===== config.mk =====
export PLATFORM = sky130hd
export DESIGN_NAME = sbmf_rem
export DESIGN_NICKNAME = d
export VERILOG_FILES = /design/src/design/sbmf_pkg.sv /design/src/design/sbmf_rem.sv
export SDC_FILE = /design/constraint.sdc
export NUM_CORES = 1
export LEC_CHECK = 0
export BUFFER_PORTS_ARGS = -buffer_cell sky130_fd_sc_hd__buf_2
export CAP_MARGIN = 20
export CELL_PAD_IN_SITES_DETAIL_PLACEMENT = 0
export CELL_PAD_IN_SITES_GLOBAL_PLACEMENT = 1
export CORE_MARGIN = 2
export CORE_UTILIZATION = 47
export DETAILED_ROUTE_END_ITERATION = 16
export PLACE_DENSITY_LB_ADDON = 0.1
export SLEW_MARGIN = 25
export SYNTH_ARGS = -nofsm -noshare
export SYNTH_HDL_FRONTEND = slang
export SYNTH_SLANG_ARGS = --single-unit

===== constraint.sdc =====
create_clock -name clk -period 5.65 [get_ports clk]
set_input_delay 0.565 -clock clk [delete_from_list [all_inputs] [get_ports clk]]
set_output_delay 0.565 -clock clk [all_outputs]
set_load 0.005 [all_outputs]

===== src/design/sbmf_pkg.sv =====
// Shared constants, register indexes and remainder-unit types for the shifting Bloom filter.
package sbmf_pkg;

	// Default sizing of the filter.
	localparam int MAX_BITS_DEF     = 8192;
	localparam int MAX_HASHES_DEF   = 16;
	localparam int SHIFT_WINDOW_DEF = 57;

	// Fixed field widths.
	localparam int HASH_W    = 64;
	localparam int BITS_W    = 14;
	localparam int HASHES_W  = 5;
	localparam int CFG_W     = 14;
	localparam int CFG_IDX_W = 1;

	// The remainder unit divides a hash word by a divisor of up to 14 bits.
	localparam int DIV_W  = 14;
	localparam int STEP_W = $clog2(HASH_W);

	// Register indexes on the configuration port.
	localparam logic [CFG_IDX_W-1:0] REG_BIT_COUNT  = 1'd0;
	localparam logic [CFG_IDX_W-1:0] REG_HASH_COUNT = 1'd1;

	// Request to the remainder unit.
	typedef struct packed {
		logic              start;
		logic [HASH_W-1:0] dividend;
		logic [DIV_W-1:0]  divisor;
	} rem_req_t;

	// Response from the remainder unit.
	typedef struct packed {
		logic             done;
		logic [DIV_W-1:0] rem;
	} rem_rsp_t;

endpackage


===== src/design/sbmf_rem.sv =====
// Bit-serial restoring remainder unit: one dividend bit per cycle across the 64-bit dividend.
module sbmf_rem (
	input  logic               clk,
	input  logic               arst_n,
	input  sbmf_pkg::rem_req_t req,
	output sbmf_pkg::rem_rsp_t rsp
);

	logic                             busy_q;
	logic                             done_q;
	logic [sbmf_pkg::STEP_W-1:0]      cnt_q;
	logic [sbmf_pkg::HASH_W-1:0]      dividend_q;
	logic [sbmf_pkg::DIV_W-1:0]       divisor_q;
	logic [sbmf_pkg::DIV_W-1:0]       rem_q;
	logic [sbmf_pkg::DIV_W:0]         trial;
	logic [sbmf_pkg::DIV_W-1:0]       rem_d;

	// Bring down the next dividend bit and subtract the divisor when it fits.
	always_comb begin
		trial = {rem_q, dividend_q[sbmf_pkg::HASH_W-1]};
		if (trial >= {1'b0, divisor_q}) begin
			rem_d = sbmf_pkg::DIV_W'(trial - {1'b0, divisor_q});
		end else begin
			rem_d = sbmf_pkg::DIV_W'(trial);
		end
	end

	// Control: a start loads the operands, the last step raises done for one cycle.
	always_ff @(posedge clk or negedge arst_n) begin
		if (!arst_n) begin
			busy_q <= 1'b0;
			done_q <= 1'b0;
			cnt_q  <= '0;
		end else begin
			done_q <= 1'b0;
			if (req.start) begin
				busy_q <= 1'b1;
				cnt_q  <= '0;
			end else if (busy_q) begin
				cnt_q <= cnt_q + 1'b1;
				if (cnt_q == {sbmf_pkg::STEP_W{1'b1}}) begin
					busy_q <= 1'b0;
					done_q <= 1'b1;
				end
			end
		end
	end

	// Datapath registers.
	always_ff @(posedge clk) begin
		if (req.start) begin
			dividend_q <= req.dividend;
			divisor_q  <= req.divisor;
			rem_q      <= '0;
		end else if (busy_q) begin
			dividend_q <= {dividend_q[sbmf_pkg::HASH_W-2:0], 1'b0};
			rem_q      <= rem_d;
		end
	end

	assign rsp.done = done_q;
	assign rsp.rem  = rem_q;

endmodule


==> flow_results.xml, run 1 <==
<?xml version="1.0" encoding="UTF-8"?>
<metrics>
  <group name="status">
    <metric name="run_status" unit="">completed</metric>
  </group>
  <group name="yosys">
    <metric name="post_synth_inst_count" unit="">375</metric>
    <metric name="number_of_synthesized_flops_with_an_enable_pin" unit="">78</metric>
    <metric name="post_synth_instance_area" unit="sq mm">0.004872</metric>
    <metric name="postSynthRegisterBits" unit="">100</metric>
    <metric name="synth_fp_nets" unit="">472</metric>
    <metric name="sequential_element_share_of_the_synthesized_area" unit="%">57.94</metric>
    <metric name="async_reset_ff_share" unit="%">8.000</metric>
    <metric name="yosys_warnings" unit="">0</metric>
    <metric name="number_of_distinct_library_cell_variants_in_the_gate_level_netlist_after_synthesis" unit="">56</metric>
    <metric name="synthesis.area_per_instance" unit="sq um">12.99</metric>
    <metric name="synth-main-ff-cell" unit="">edfxtp_1</metric>
  </group>
  <group name="clock_tree">
    <metric name="cts_tree" unit="">built</metric>
    <metric name="clk-insertion-delay-late" unit="ps">370</metric>
    <metric name="cts.sinks" unit="">100</metric>
    <metric name="ctsHtreeMaxLevel" unit="">3</metric>
    <metric name="cts_root_buffer" unit="">clkbuf_8</metric>
    <metric name="cts_setup_buffers" unit="">0</metric>
    <metric name="postCtsHoldBufs" unit="">0</metric>
    <metric name="maximum_count_of_clock_buffers_along_a_single_path" unit="">2</metric>
    <metric name="cts.clk_slew.worst_paths" unit="ps">100</metric>
    <metric name="cts-buffers-inserted" unit="">9</metric>
    <metric name="resized_after_cts" unit="">0</metric>
  </group>
  <group name="cells_and_area">
    <metric name="fill_cells" unit="">907</metric>
    <metric name="postLayoutCellArea" unit="sq mm">0.005665</metric>
    <metric name="final_cell_mix" unit="">buf_2 (94), edfxtp_1 (78), mux2_2 (63)</metric>
    <metric name="final_common_cell" unit="">buf_2</metric>
    <metric name="finish.utilization" unit="%">55.63</metric>
    <metric name="areaGrowthSynthToFinish" unit="%">16.28</metric>
    <metric name="post_layout_nets" unit="">565</metric>
    <metric name="drive_gt1_share" unit="%">38.05</metric>
  </group>
  <group name="global_route">
    <metric name="globalRouteOverflowTotal" unit="">0</metric>
    <metric name="first_global_vias" unit="">3294</metric>
    <metric name="grt.total_usage" unit="%">19.06</metric>
    <metric name="antenna_violations_before_repair" unit="">1</metric>
    <metric name="grt_start_max_net_pins" unit="">59</metric>
    <metric name="grt_first_pass_wirelength" unit="microns">16540</metric>
  </group>
  <group name="power_and_ir_drop">
    <metric name="power_density" unit="mW/mm^2">364.0</metric>
    <metric name="power.share.sequential" unit="%">46.9</metric>
    <metric name="vdd.ir_drop.worst" unit="V">0.0002097</metric>
    <metric name="power.leakage" unit="uW">0.002387</metric>
    <metric name="switching_share" unit="%">32.07</metric>
    <metric name="clock_power_share" unit="%">22.5</metric>
    <metric name="power_report.internal_total" unit="uW">1401</metric>
    <metric name="pwr-share-comb" unit="%">30.7</metric>
    <metric name="net-switching-power" unit="uW">661.4</metric>
    <metric name="total_power_consumption_of_the_routed_design" unit="uW">2062</metric>
  </group>
  <group name="floorplan">
    <metric name="ioPinCount" unit="">96</metric>
    <metric name="overall_die_area" unit="sq mm">0.01120</metric>
    <metric name="placementRows" unit="">37</metric>
    <metric name="floorplan.die.height" unit="microns">105.8</metric>
    <metric name="start_util" unit="%">47.84</metric>
    <metric name="die_outline_width" unit="microns">105.8</metric>
    <metric name="floorplan.core_area" unit="sq mm">0.01018</metric>
  </group>
  <group name="critical_path">
    <metric name="worstPathArrival" unit="ps">3180</metric>
    <metric name="critPathCaptureType" unit="">flop</metric>
    <metric name="crit_type" unit="">flop to flop</metric>
    <metric name="slowest_library_cell_on_the_worst_path" unit="">o21ai_1</metric>
    <metric name="timing.critical_path.max_delay_family" unit="">compound AO/OA/AOI/OAI gates</metric>
    <metric name="path_common_cell" unit="">o31a_1</metric>
    <metric name="crit_path_max_incr_delay" unit="ps">790</metric>
    <metric name="critPathMaxFanout" unit="">12</metric>
    <metric name="critical_path_required" unit="ps">5900</metric>
    <metric name="timing.critical_path.buf_inv" unit="">1</metric>
    <metric name="worst_path_cell_trace" unit="">inv_1 -&gt; ha_1 -&gt; nor2b_4 -&gt; o31a_1 -&gt; o31a_1 -&gt; o21ai_1 -&gt; a211oi_1 -&gt; a2111oi_0</metric>
    <metric name="critical_path_source_type" unit="">flop</metric>
  </group>
  <group name="timing">
    <metric name="period_needed" unit="ps">2928</metric>
    <metric name="fin_skew" unit="ps">11.27</metric>
    <metric name="max_slew.worst_pin.slew" unit="ps">962.8</metric>
    <metric name="slew_violations" unit="">0</metric>
    <metric name="timing.final.hold_violations" unit="">0</metric>
    <metric name="fin_crit_sh" unit="%">51.82</metric>
    <metric name="maxClockFrequency" unit="GHz">0.3415</metric>
    <metric name="rsz_0062_raised_after_global_routing" unit="">no</metric>
    <metric name="timing.slew.headroom" unit="%">35.38</metric>
    <metric name="setup_violations" unit="">0</metric>
    <metric name="setup_tns_final" unit="ps">0</metric>
  </group>
  <group name="run">
    <metric name="drv.max_cap_violation_count" unit="">0</metric>
  </group>
  <group name="detailed_routing">
    <metric name="met2_wirelength" unit="microns">4656</metric>
    <metric name="route.vias.total" unit="">3240</metric>
    <metric name="post_route_met1_wirelength" unit="microns">4384</metric>
    <metric name="routed_wl" unit="microns">9810</metric>
    <metric name="postRouteAntennaNets" unit="">0</metric>
    <metric name="met3_wirelength" unit="microns">594</metric>
    <metric name="first_iter_violations" unit="">130</metric>
    <metric name="drt-wirelength-per-cell" unit="microns">16.08</metric>
    <metric name="viasPerCell" unit="">5.311</metric>
    <metric name="drt_drc_violations_left" unit="">0</metric>
    <metric name="firstDrtPassIters" unit="">4</metric>
    <metric name="highest_layer" unit="">met4</metric>
  </group>
  <group name="placed_design">
    <metric name="place_hpwl" unit="microns">6918</metric>
    <metric name="gp_congestion" unit="">0.8476</metric>
    <metric name="dpl-instance-area" unit="sq mm">0.005468</metric>
    <metric name="port-buffer-count" unit="">95</metric>
  </group>
  <group name="worst_hold_path">
    <metric name="hold_path.class" unit="">primary input to async pin</metric>
  </group>
</metrics>
## power groups by stage
stage / clock (uW) / combinational, uW / sequential [uW]
global placement: 0 / 620 / 982
finish: 463 / 633 / 966
floorplan: 0 / 453 / 967
detailed placement: 0 / 629 / 985
CTS: 478 / 632 / 968
global route: 507 / 709 / 983
## synth_stat cells (8+ instances only)
master | instances | area, sq um
a21oi_1 | 15 | 75.07
clkbuf_1 | 10 | 37.54
dfrtp_1 | 8 | 200.2
dfxtp_1 | 14 | 280.3
edfxtp_1 | 78 | 2342
ha_1 | 15 | 187.7
inv_1 | 21 | 78.83
mux2_2 | 63 | 709.4
nand2_1 | 17 | 63.81
nor2_1 | 22 | 82.58
o21ai_0 | 13 | 65.06
xor2_1 | 8 | 70.07
## final timing paths
check / startpoint / to / slack (ps) / cells past startpoint
worst min register to register: rem_q[3]$_SDFFE_PP0P_ / rem_q[3]$_SDFFE_PP0P_ / 520 / 2
worst max register to register: divisor_q[1]$_DFFE_PP_ / rem_q[6]$_SDFFE_PP0P_ / 2720 / 8
max in group asynchronous: arst_n / cnt_q[2]$_DFFE_PN0P_ / 5460 / 1
min in group clk: req[11] / divisor_q[11]$_DFFE_PP_ / 360 / 1
worst max-delay path: divisor_q[1]$_DFFE_PP_ / rem_q[6]$_SDFFE_PP0P_ / 2720 / 8
worst min-delay path: arst_n / cnt_q[5]$_DFFE_PN0P_ / 20 / 1
## metal layers
metal	global-route usage [%]	vias to the layer above
met2	30.60	73
met4	6.015	0
met5	0	-
met3	6.246	14
met1	24.53	1548
li1	-	1605
## worst register-to-register path, stage by stage, from the launching register on
cell and delay [ps]:
edfxtp_1 370, inv_1 110, ha_1 270, nor2b_4 150, o31a_1 250, o31a_1 320, o21ai_1 790, a211oi_1 170
a2111oi_0 390
## per-stage QoR
stage          setup WS, ps  instances  hold WS [ps]
2_1_floorplan          2988        375         269.4
3_3_place_gp           2604        593         418.0
3_5_place_dp           2499        593         415.9
4_1_cts                2483        609         12.50
5_1_grt                2464        609         12.42
6_report               2722        610         24.11
## area by class of cell
type                    count  area [sq um]  area share [%]
diodes                      1         2.502         0.04417
clock inverters             5         61.31           1.082
inverters                  22         82.58           1.458
well taps                 136         170.2           3.004
repair buffers             98         500.5           8.834
clock buffers              11         131.4           2.319
multi-input cells         237          1894           33.44
flip-flops and latches    100          2823           49.82
## flip-flops by register name, summed over array words and instances (netlist names)
signal / count
rem_q: 14
dividend_q: 64
divisor_q: 14
done_q: 1
busy_q: 1
cnt_q: 6
## cell families after synthesis
| group | synth area share (%) |
|---|---|
| and+or+nand+nor | 6.934 |
| muxes | 15.00 |
| buffers and inverters | 3.236 |
| adders and majority gates | 4.263 |
| xor gates and xnor gates | 1.978 |
| DFF | 57.94 |
| AOI/OAI and AO/OA | 10.66 |
(Power assumes the default switching activity.)
==> run 2: changes to the inputs <==
CORE_UTILIZATION = 44   (was 47)
clock period = 2.8 ns   (was 5.65 ns; I/O delays follow)
==> run 2 against run 1 <==
Global-route usage is 0.32 points lower; design area rose by 0.88%; critical path type unchanged; non-clock buffer count grew 9; hold slack better by 43 ps; largest cell class unchanged; die area rose by 6.6%; fmax increased by 16%; register-to-register slack worse by 2500 ps.
==> flow_results.xml, run 2 (same netlist as run 1, synthesis figures left out) <==
<?xml version="1.0" encoding="UTF-8"?>
<metrics>
  <group name="timing">
    <metric name="fin_skew" unit="ps">10.54</metric>
    <metric name="rsz_0062_raised_after_global_routing" unit="">no</metric>
    <metric name="fin_crit_sh" unit="%">90.29</metric>
    <metric name="timing.final.hold_violations" unit="">0</metric>
    <metric name="setup_tns_final" unit="ps">0</metric>
    <metric name="slew_violations" unit="">0</metric>
    <metric name="timing.slew.headroom" unit="%">61.27</metric>
    <metric name="maxClockFrequency" unit="GHz">0.3956</metric>
    <metric name="fin_ws" unit="ps">271.9</metric>
    <metric name="setup_violations" unit="">0</metric>
    <metric name="max_slew.worst_pin.slew" unit="ps">578.8</metric>
    <metric name="period_needed" unit="ps">2528</metric>
  </group>
  <group name="floorplan">
    <metric name="floorplan.die.height" unit="microns">109.2</metric>
    <metric name="start_util" unit="%">44.94</metric>
    <metric name="placementRows" unit="">38</metric>
    <metric name="ioPinCount" unit="">96</metric>
    <metric name="overall_die_area" unit="sq mm">0.01193</metric>
    <metric name="floorplan.core_area" unit="sq mm">0.01084</metric>
    <metric name="die_outline_width" unit="microns">109.2</metric>
  </group>
  <group name="cells_and_area">
    <metric name="final_cell_mix" unit="">buf_2 (94), edfxtp_1 (78), mux2_2 (63)</metric>
    <metric name="reg.largest.list" unit="">dividend_q x64, divisor_q x14, rem_q x14</metric>
    <metric name="drive_gt1_share" unit="%">39.29</metric>
    <metric name="final_common_cell" unit="">buf_2</metric>
    <metric name="finish.utilization" unit="%">52.72</metric>
    <metric name="stdcell_count" unit="">622</metric>
    <metric name="areaGrowthSynthToFinish" unit="%">17.31</metric>
    <metric name="post_layout_nets" unit="">574</metric>
    <metric name="largest_register_ff_count" unit="">64</metric>
    <metric name="max_flop_register" unit="">dividend_q</metric>
  </group>
  <group name="run">
    <metric name="drv.max_cap_violation_count" unit="">0</metric>
  </group>
  <group name="power_and_ir_drop">
    <metric name="power_report.internal_total" unit="uW">2760</metric>
    <metric name="power_density" unit="mW/mm^2">717.8</metric>
    <metric name="pwr-share-comb" unit="%">32.0</metric>
    <metric name="net-switching-power" unit="uW">1342</metric>
    <metric name="clock_power_share" unit="%">20.6</metric>
    <metric name="power.leakage" unit="uW">0.002417</metric>
    <metric name="power.share.sequential" unit="%">47.4</metric>
    <metric name="vdd.ir_drop.worst" unit="V">0.0003807</metric>
    <metric name="switching_share" unit="%">32.71</metric>
  </group>
  <group name="clock_tree">
    <metric name="ctsHtreeMaxLevel" unit="">3</metric>
    <metric name="cts_tree" unit="">built</metric>
    <metric name="cts_root_buffer" unit="">clkbuf_8</metric>
    <metric name="maximum_count_of_clock_buffers_along_a_single_path" unit="">2</metric>
    <metric name="cts_setup_buffers" unit="">0</metric>
    <metric name="cts.clk_slew.worst_paths" unit="ps">100</metric>
    <metric name="cts-buffers-inserted" unit="">9</metric>
    <metric name="cts.sinks" unit="">100</metric>
    <metric name="clk-insertion-delay-late" unit="ps">380</metric>
  </group>
  <group name="critical_path">
    <metric name="critical_path_source_type" unit="">flop</metric>
    <metric name="timing.reg2reg.setup_slack" unit="ps">270</metric>
    <metric name="worst_path_cell_trace" unit="">inv_1 -&gt; ha_1 -&gt; inv_1 -&gt; fa_1 -&gt; a211oi_2 -&gt; o21ai_0 -&gt; a21oi_1 -&gt; xnor2_1 -&gt; a211oi_1 -&gt; a2111oi_0</metric>
    <metric name="timing.critical_path.max_delay_family" unit="">compound AO/OA/AOI/OAI gates</metric>
    <metric name="crit_type" unit="">flop to flop</metric>
    <metric name="crit_path_max_incr_delay" unit="ps">430</metric>
    <metric name="slowest_library_cell_on_the_worst_path" unit="">fa_1</metric>
    <metric name="path_common_cell" unit="">inv_1</metric>
    <metric name="critPathCaptureType" unit="">flop</metric>
    <metric name="critical_path_required" unit="ps">3060</metric>
    <metric name="worstPathArrival" unit="ps">2790</metric>
    <metric name="timing.critical_path.buf_inv" unit="">2</metric>
    <metric name="critPathMaxFanout" unit="">4</metric>
  </group>
  <group name="status">
    <metric name="run_status" unit="">completed</metric>
  </group>
  <group name="detailed_routing">
    <metric name="first_iter_violations" unit="">162</metric>
    <metric name="drt-wirelength-per-cell" unit="microns">16.37</metric>
    <metric name="viasPerCell" unit="">5.314</metric>
    <metric name="drt_drc_violations_left" unit="">0</metric>
    <metric name="routed_wl" unit="microns">10180</metric>
    <metric name="postRouteAntennaNets" unit="">0</metric>
    <metric name="firstDrtPassIters" unit="">4</metric>
    <metric name="route.vias.total" unit="">3305</metric>
  </group>
  <group name="global_route">
    <metric name="grt_first_pass_wirelength" unit="microns">16950</metric>
    <metric name="grt_start_max_net_pins" unit="">47</metric>
    <metric name="globalRouteOverflowTotal" unit="">0</metric>
    <metric name="first_global_vias" unit="">3367</metric>
    <metric name="grt.total_usage" unit="%">18.73</metric>
    <metric name="antenna_violations_before_repair" unit="">0</metric>
  </group>
  <group name="placed_design">
    <metric name="gp_congestion" unit="">0.8848</metric>
    <metric name="port-buffer-count" unit="">95</metric>
    <metric name="dp_slack" unit="ps">188.2</metric>
    <metric name="place_hpwl" unit="microns">7288</metric>
    <metric name="dp_cells" unit="">605</metric>
  </group>
  <group name="worst_hold_path">
    <metric name="hold_path.class" unit="">primary input to flop</metric>
  </group>
</metrics>
==> run 2: timing repair <==
item	4_1_cts	5_1_grt
gates resized for setup	0	1
hold buffers	1	0
setup endpoints to repair	0	1
hold endpoints to repair	8	0
==> run 2: power by group through the flow <==
stage | registers, uW | clock network, uW | logic (uW)
after floorplan | 1950 | 0 | 914
after global placement | 1980 | 0 | 1290
after detailed placement | 1980 | 0 | 1300
after CTS | 1950 | 880 | 1310
after global routing | 1980 | 933 | 1480
final | 1950 | 844 | 1310
==> run 2: stage by stage <==
stage / total power (uW) / cell area [sq um] / hold WS (ps)
after floorplan: 2866 / 4872 / -15.59
after global placement: 3268 / 5533 / 133.3
after detailed placement: 3282 / 5533 / 131.3
after CTS: 4138 / 5708 / 44.92
after global routing: 4390 / 5713 / 38.34
final: 4103 / 5715 / 67.44
==> run 2: metal layers <==
metal / vias to the layer above / part of all wire (%) / track usage, %
li1: 1621 / - / -
met1: 1588 / 44 / 23.41
met2: 90 / 47 / 30.26
met3: 6 / 7.9 / 7.651
met4: 0 / 1.0 / 4.792
met5: - / 0 / 0
==> run 2: final cells by class <==
cell class,instances,area (sq um)
fillers,998,5125
flip-flops and latches,100,2823
multi-input cells,237,1897
repair buffers,107,570.5
well taps,140,175.2
clock buffers,10,127.6
inverters,22,82.58
clock inverters,5,37.54
diodes,1,2.502
==> run 2: final timing paths <==
path	depth (start not counted)	to	from
setup / recovery	10	rem_q[6]$_SDFFE_PP0P_	dividend_q[63]$_DFFE_PP_
hold / removal	1	divisor_q[2]$_DFFE_PP_	req[2]
setup reg to reg	10	rem_q[6]$_SDFFE_PP0P_	dividend_q[63]$_DFFE_PP_
hold reg to reg	2	rem_q[2]$_SDFFE_PP0P_	rem_q[2]$_SDFFE_PP0P_
max in group asynchronous	2	cnt_q[2]$_DFFE_PN0P_	arst_n
min in group asynchronous	2	cnt_q[0]$_DFFE_PN0P_	arst_n
==> run 2: worst reg2reg max path: stages (launching register included) <==
cell	delay, ps
edfxtp_1	390
inv_1	70
ha_1	200
inv_1	70
fa_1	430
a211oi_2	340
o21ai_0	150
a21oi_1	200
xnor2_1	140
a211oi_1	60
a2111oi_0	350
==> run 3: changes to the inputs <==
CORE_ASPECT_RATIO = 1.5   (was unset)
==> run 3 against run 2 <==
First-iteration DRC count down 5.6%; flip-flop and latch count did not move; total power rose by 13%; global-route usage barely moved; hold slack better by 45 ps.
==> flow_results.xml, run 3 (same netlist as run 1, synthesis figures left out) <==
<?xml version="1.0" encoding="UTF-8"?>
<metrics>
  <group name="clock_tree">
    <metric name="cts-buffers-inserted" unit="">9</metric>
    <metric name="clk-insertion-delay-late" unit="ps">340</metric>
    <metric name="cts.sinks" unit="">100</metric>
    <metric name="cts.clk_slew.worst_paths" unit="ps">70</metric>
    <metric name="cts_setup_buffers" unit="">0</metric>
    <metric name="maximum_count_of_clock_buffers_along_a_single_path" unit="">2</metric>
    <metric name="cts_root_buffer" unit="">clkbuf_16</metric>
    <metric name="cts_tree" unit="">built</metric>
    <metric name="ctsHtreeMaxLevel" unit="">3</metric>
  </group>
  <group name="worst_hold_path">
    <metric name="hold_path.class" unit="">primary input to flop</metric>
    <metric name="hold-path-cell-count" unit="">1</metric>
  </group>
  <group name="global_route">
    <metric name="grt_start_max_net_pins" unit="">50</metric>
    <metric name="grt.total_usage" unit="%">18.70</metric>
    <metric name="antenna_violations_before_repair" unit="">0</metric>
    <metric name="grt_first_pass_wirelength" unit="microns">17620</metric>
    <metric name="globalRouteOverflowTotal" unit="">0</metric>
    <metric name="first_global_vias" unit="">3630</metric>
  </group>
  <group name="timing">
    <metric name="fin_skew" unit="ps">4.086</metric>
    <metric name="timing.slew.headroom" unit="%">59.13</metric>
    <metric name="period_needed" unit="ps">2621</metric>
    <metric name="rsz_0062_raised_after_global_routing" unit="">no</metric>
    <metric name="final_hold_slack" unit="ps">112.5</metric>
    <metric name="fin_crit_sh" unit="%">93.61</metric>
    <metric name="setup_tns_final" unit="ps">0</metric>
    <metric name="setup_violations" unit="">0</metric>
    <metric name="max_slew.worst_pin.slew" unit="ps">610.9</metric>
    <metric name="slew_violations" unit="">0</metric>
    <metric name="maxClockFrequency" unit="GHz">0.3815</metric>
    <metric name="timing.final.hold_violations" unit="">0</metric>
  </group>
  <group name="cells_and_area">
    <metric name="final_cell_mix" unit="">buf_2 (94), edfxtp_1 (78), mux2_2 (63)</metric>
    <metric name="final_common_cell" unit="">buf_2</metric>
    <metric name="final-seq-area" unit="sq mm">0.002823</metric>
    <metric name="multi_input_area" unit="sq mm">0.001897</metric>
    <metric name="reg.largest.list" unit="">dividend_q x64, divisor_q x14, rem_q x14</metric>
    <metric name="fill_cells" unit="">1020</metric>
    <metric name="areaGrowthSynthToFinish" unit="%">20.93</metric>
    <metric name="drive_gt1_share" unit="%">39.42</metric>
    <metric name="n_antenna_cell" unit="">0</metric>
    <metric name="max_flop_register" unit="">dividend_q</metric>
    <metric name="largest_register_ff_count" unit="">64</metric>
    <metric name="post_layout_nets" unit="">574</metric>
  </group>
  <group name="detailed_routing">
    <metric name="viasPerCell" unit="">5.375</metric>
    <metric name="route.vias.total" unit="">3381</metric>
    <metric name="postRouteAntennaNets" unit="">0</metric>
    <metric name="drt-wirelength-per-cell" unit="microns">16.94</metric>
    <metric name="drt_drc_violations_left" unit="">0</metric>
    <metric name="first_iter_violations" unit="">153</metric>
    <metric name="firstDrtPassIters" unit="">4</metric>
    <metric name="routed_wl" unit="microns">10650</metric>
  </group>
  <group name="power_and_ir_drop">
    <metric name="pwr-share-comb" unit="%">29.2</metric>
    <metric name="power.share.sequential" unit="%">42.1</metric>
    <metric name="power_report.internal_total" unit="uW">3229</metric>
    <metric name="clock_power_share" unit="%">28.7</metric>
    <metric name="switching_share" unit="%">30.24</metric>
    <metric name="vdd.ir_drop.worst" unit="V">0.0003615</metric>
    <metric name="net-switching-power" unit="uW">1399</metric>
    <metric name="power_density" unit="mW/mm^2">785.5</metric>
    <metric name="power.leakage" unit="uW">0.002498</metric>
  </group>
  <group name="run">
    <metric name="drv.max_cap_violation_count" unit="">0</metric>
  </group>
  <group name="placed_design">
    <metric name="gp_congestion" unit="">0.8701</metric>
    <metric name="place_hpwl" unit="microns">7702</metric>
    <metric name="port-buffer-count" unit="">95</metric>
  </group>
  <group name="floorplan">
    <metric name="die_outline_width" unit="microns">89.92</metric>
    <metric name="floorplan.die.height" unit="microns">132.9</metric>
    <metric name="floorplan.core_area" unit="sq mm">0.01094</metric>
    <metric name="overall_die_area" unit="sq mm">0.01195</metric>
    <metric name="start_util" unit="%">44.54</metric>
    <metric name="ioPinCount" unit="">96</metric>
    <metric name="placementRows" unit="">47</metric>
  </group>
  <group name="critical_path">
    <metric name="worstPathArrival" unit="ps">2850</metric>
    <metric name="critPathCaptureType" unit="">flop</metric>
    <metric name="crit_type" unit="">flop to flop</metric>
    <metric name="critical_path_source_type" unit="">flop</metric>
    <metric name="r2r.worst_path.cells" unit="">10</metric>
    <metric name="critical_path_required" unit="ps">3030</metric>
    <metric name="critPathMaxFanout" unit="">4</metric>
  </group>
  <group name="status">
    <metric name="run_status" unit="">completed</metric>
  </group>
</metrics>
[run 3: through the flow]
stage / std cells / total power, uW / worst slack [ps] / instance area (sq um) / util (%)
floorplan: 375 / 2866 / 423.0 / 4872 / -
global placement: 612 / 3303 / 266.8 / 5554 / 50.78
detailed placement: 612 / 3310 / 152.1 / 5554 / 50.78
CTS: 629 / 4652 / 125.7 / 5887 / 53.82
global route: 629 / 4900 / 100.2 / 5892 / 53.87
finish: 629 / 4628 / 179.0 / 5892 / 53.87
[run 3: worst paths after layout]
path | start | end | slack (ps)
worst max-delay path | dividend_q[63]$_DFFE_PP_ | rem_q[6]$_SDFFE_PP0P_ | 180
worst min-delay path | req[4] | divisor_q[4]$_DFFE_PP_ | 110
worst max register to register | dividend_q[63]$_DFFE_PP_ | rem_q[6]$_SDFFE_PP0P_ | 180
worst min register to register | rem_q[4]$_SDFFE_PP0P_ | rem_q[4]$_SDFFE_PP0P_ | 520
max in group asynchronous | arst_n | cnt_q[2]$_DFFE_PN0P_ | 2310
min in group asynchronous | arst_n | cnt_q[5]$_DFFE_PN0P_ | 320
[run 3: power by group through the flow]
| stage | clock [uW] | sequential, uW | combinational [uW] |
|---|---|---|---|
| 4_1_cts | 1370 | 1960 | 1330 |
| 5_1_grt | 1440 | 1980 | 1480 |
| 3_3_place_gp | 0 | 1980 | 1320 |
| 3_5_place_dp | 0 | 1990 | 1320 |
| 2_1_floorplan | 0 | 1950 | 914 |
| 6_report | 1330 | 1950 | 1350 |
[run 3: worst max-delay path: stages (launching register included)]
cell       delay (ps)
edfxtp_1          390
inv_1              70
ha_1              210
inv_1              80
fa_1              440
a211oi_2          410
o21ai_0           170
a21oi_1           210
xnor2_1           140
a211oi_1           60
a2111oi_0         330
[run 3: area by class of cell]
cell class	instances	area share, %
well taps	147	3.122
inverters	22	1.402
clock buffers	14	4.821
flip-flops and latches	100	47.91
repair buffers	107	9.896
multi-input cells	237	32.19
clock inverters	2	0.6583
[run 3: layer usage]
metal  vias up  GRT usage (%)  wire, microns
met5         -              0              0
li1       1629              -              -
met1      1640          20.14           4083
met4         0          9.145            343
met2        88          34.39           5753
met3        24          4.214            472
[run 3: timing repair]
| action | in CTS | in global routing |
|---|---|---|
| hold endpoints to repair | 8 | 0 |
| hold buffers | 1 | 0 |
| setup endpoints to repair | 0 | 3 |
| gates resized for setup | 0 | 1 |
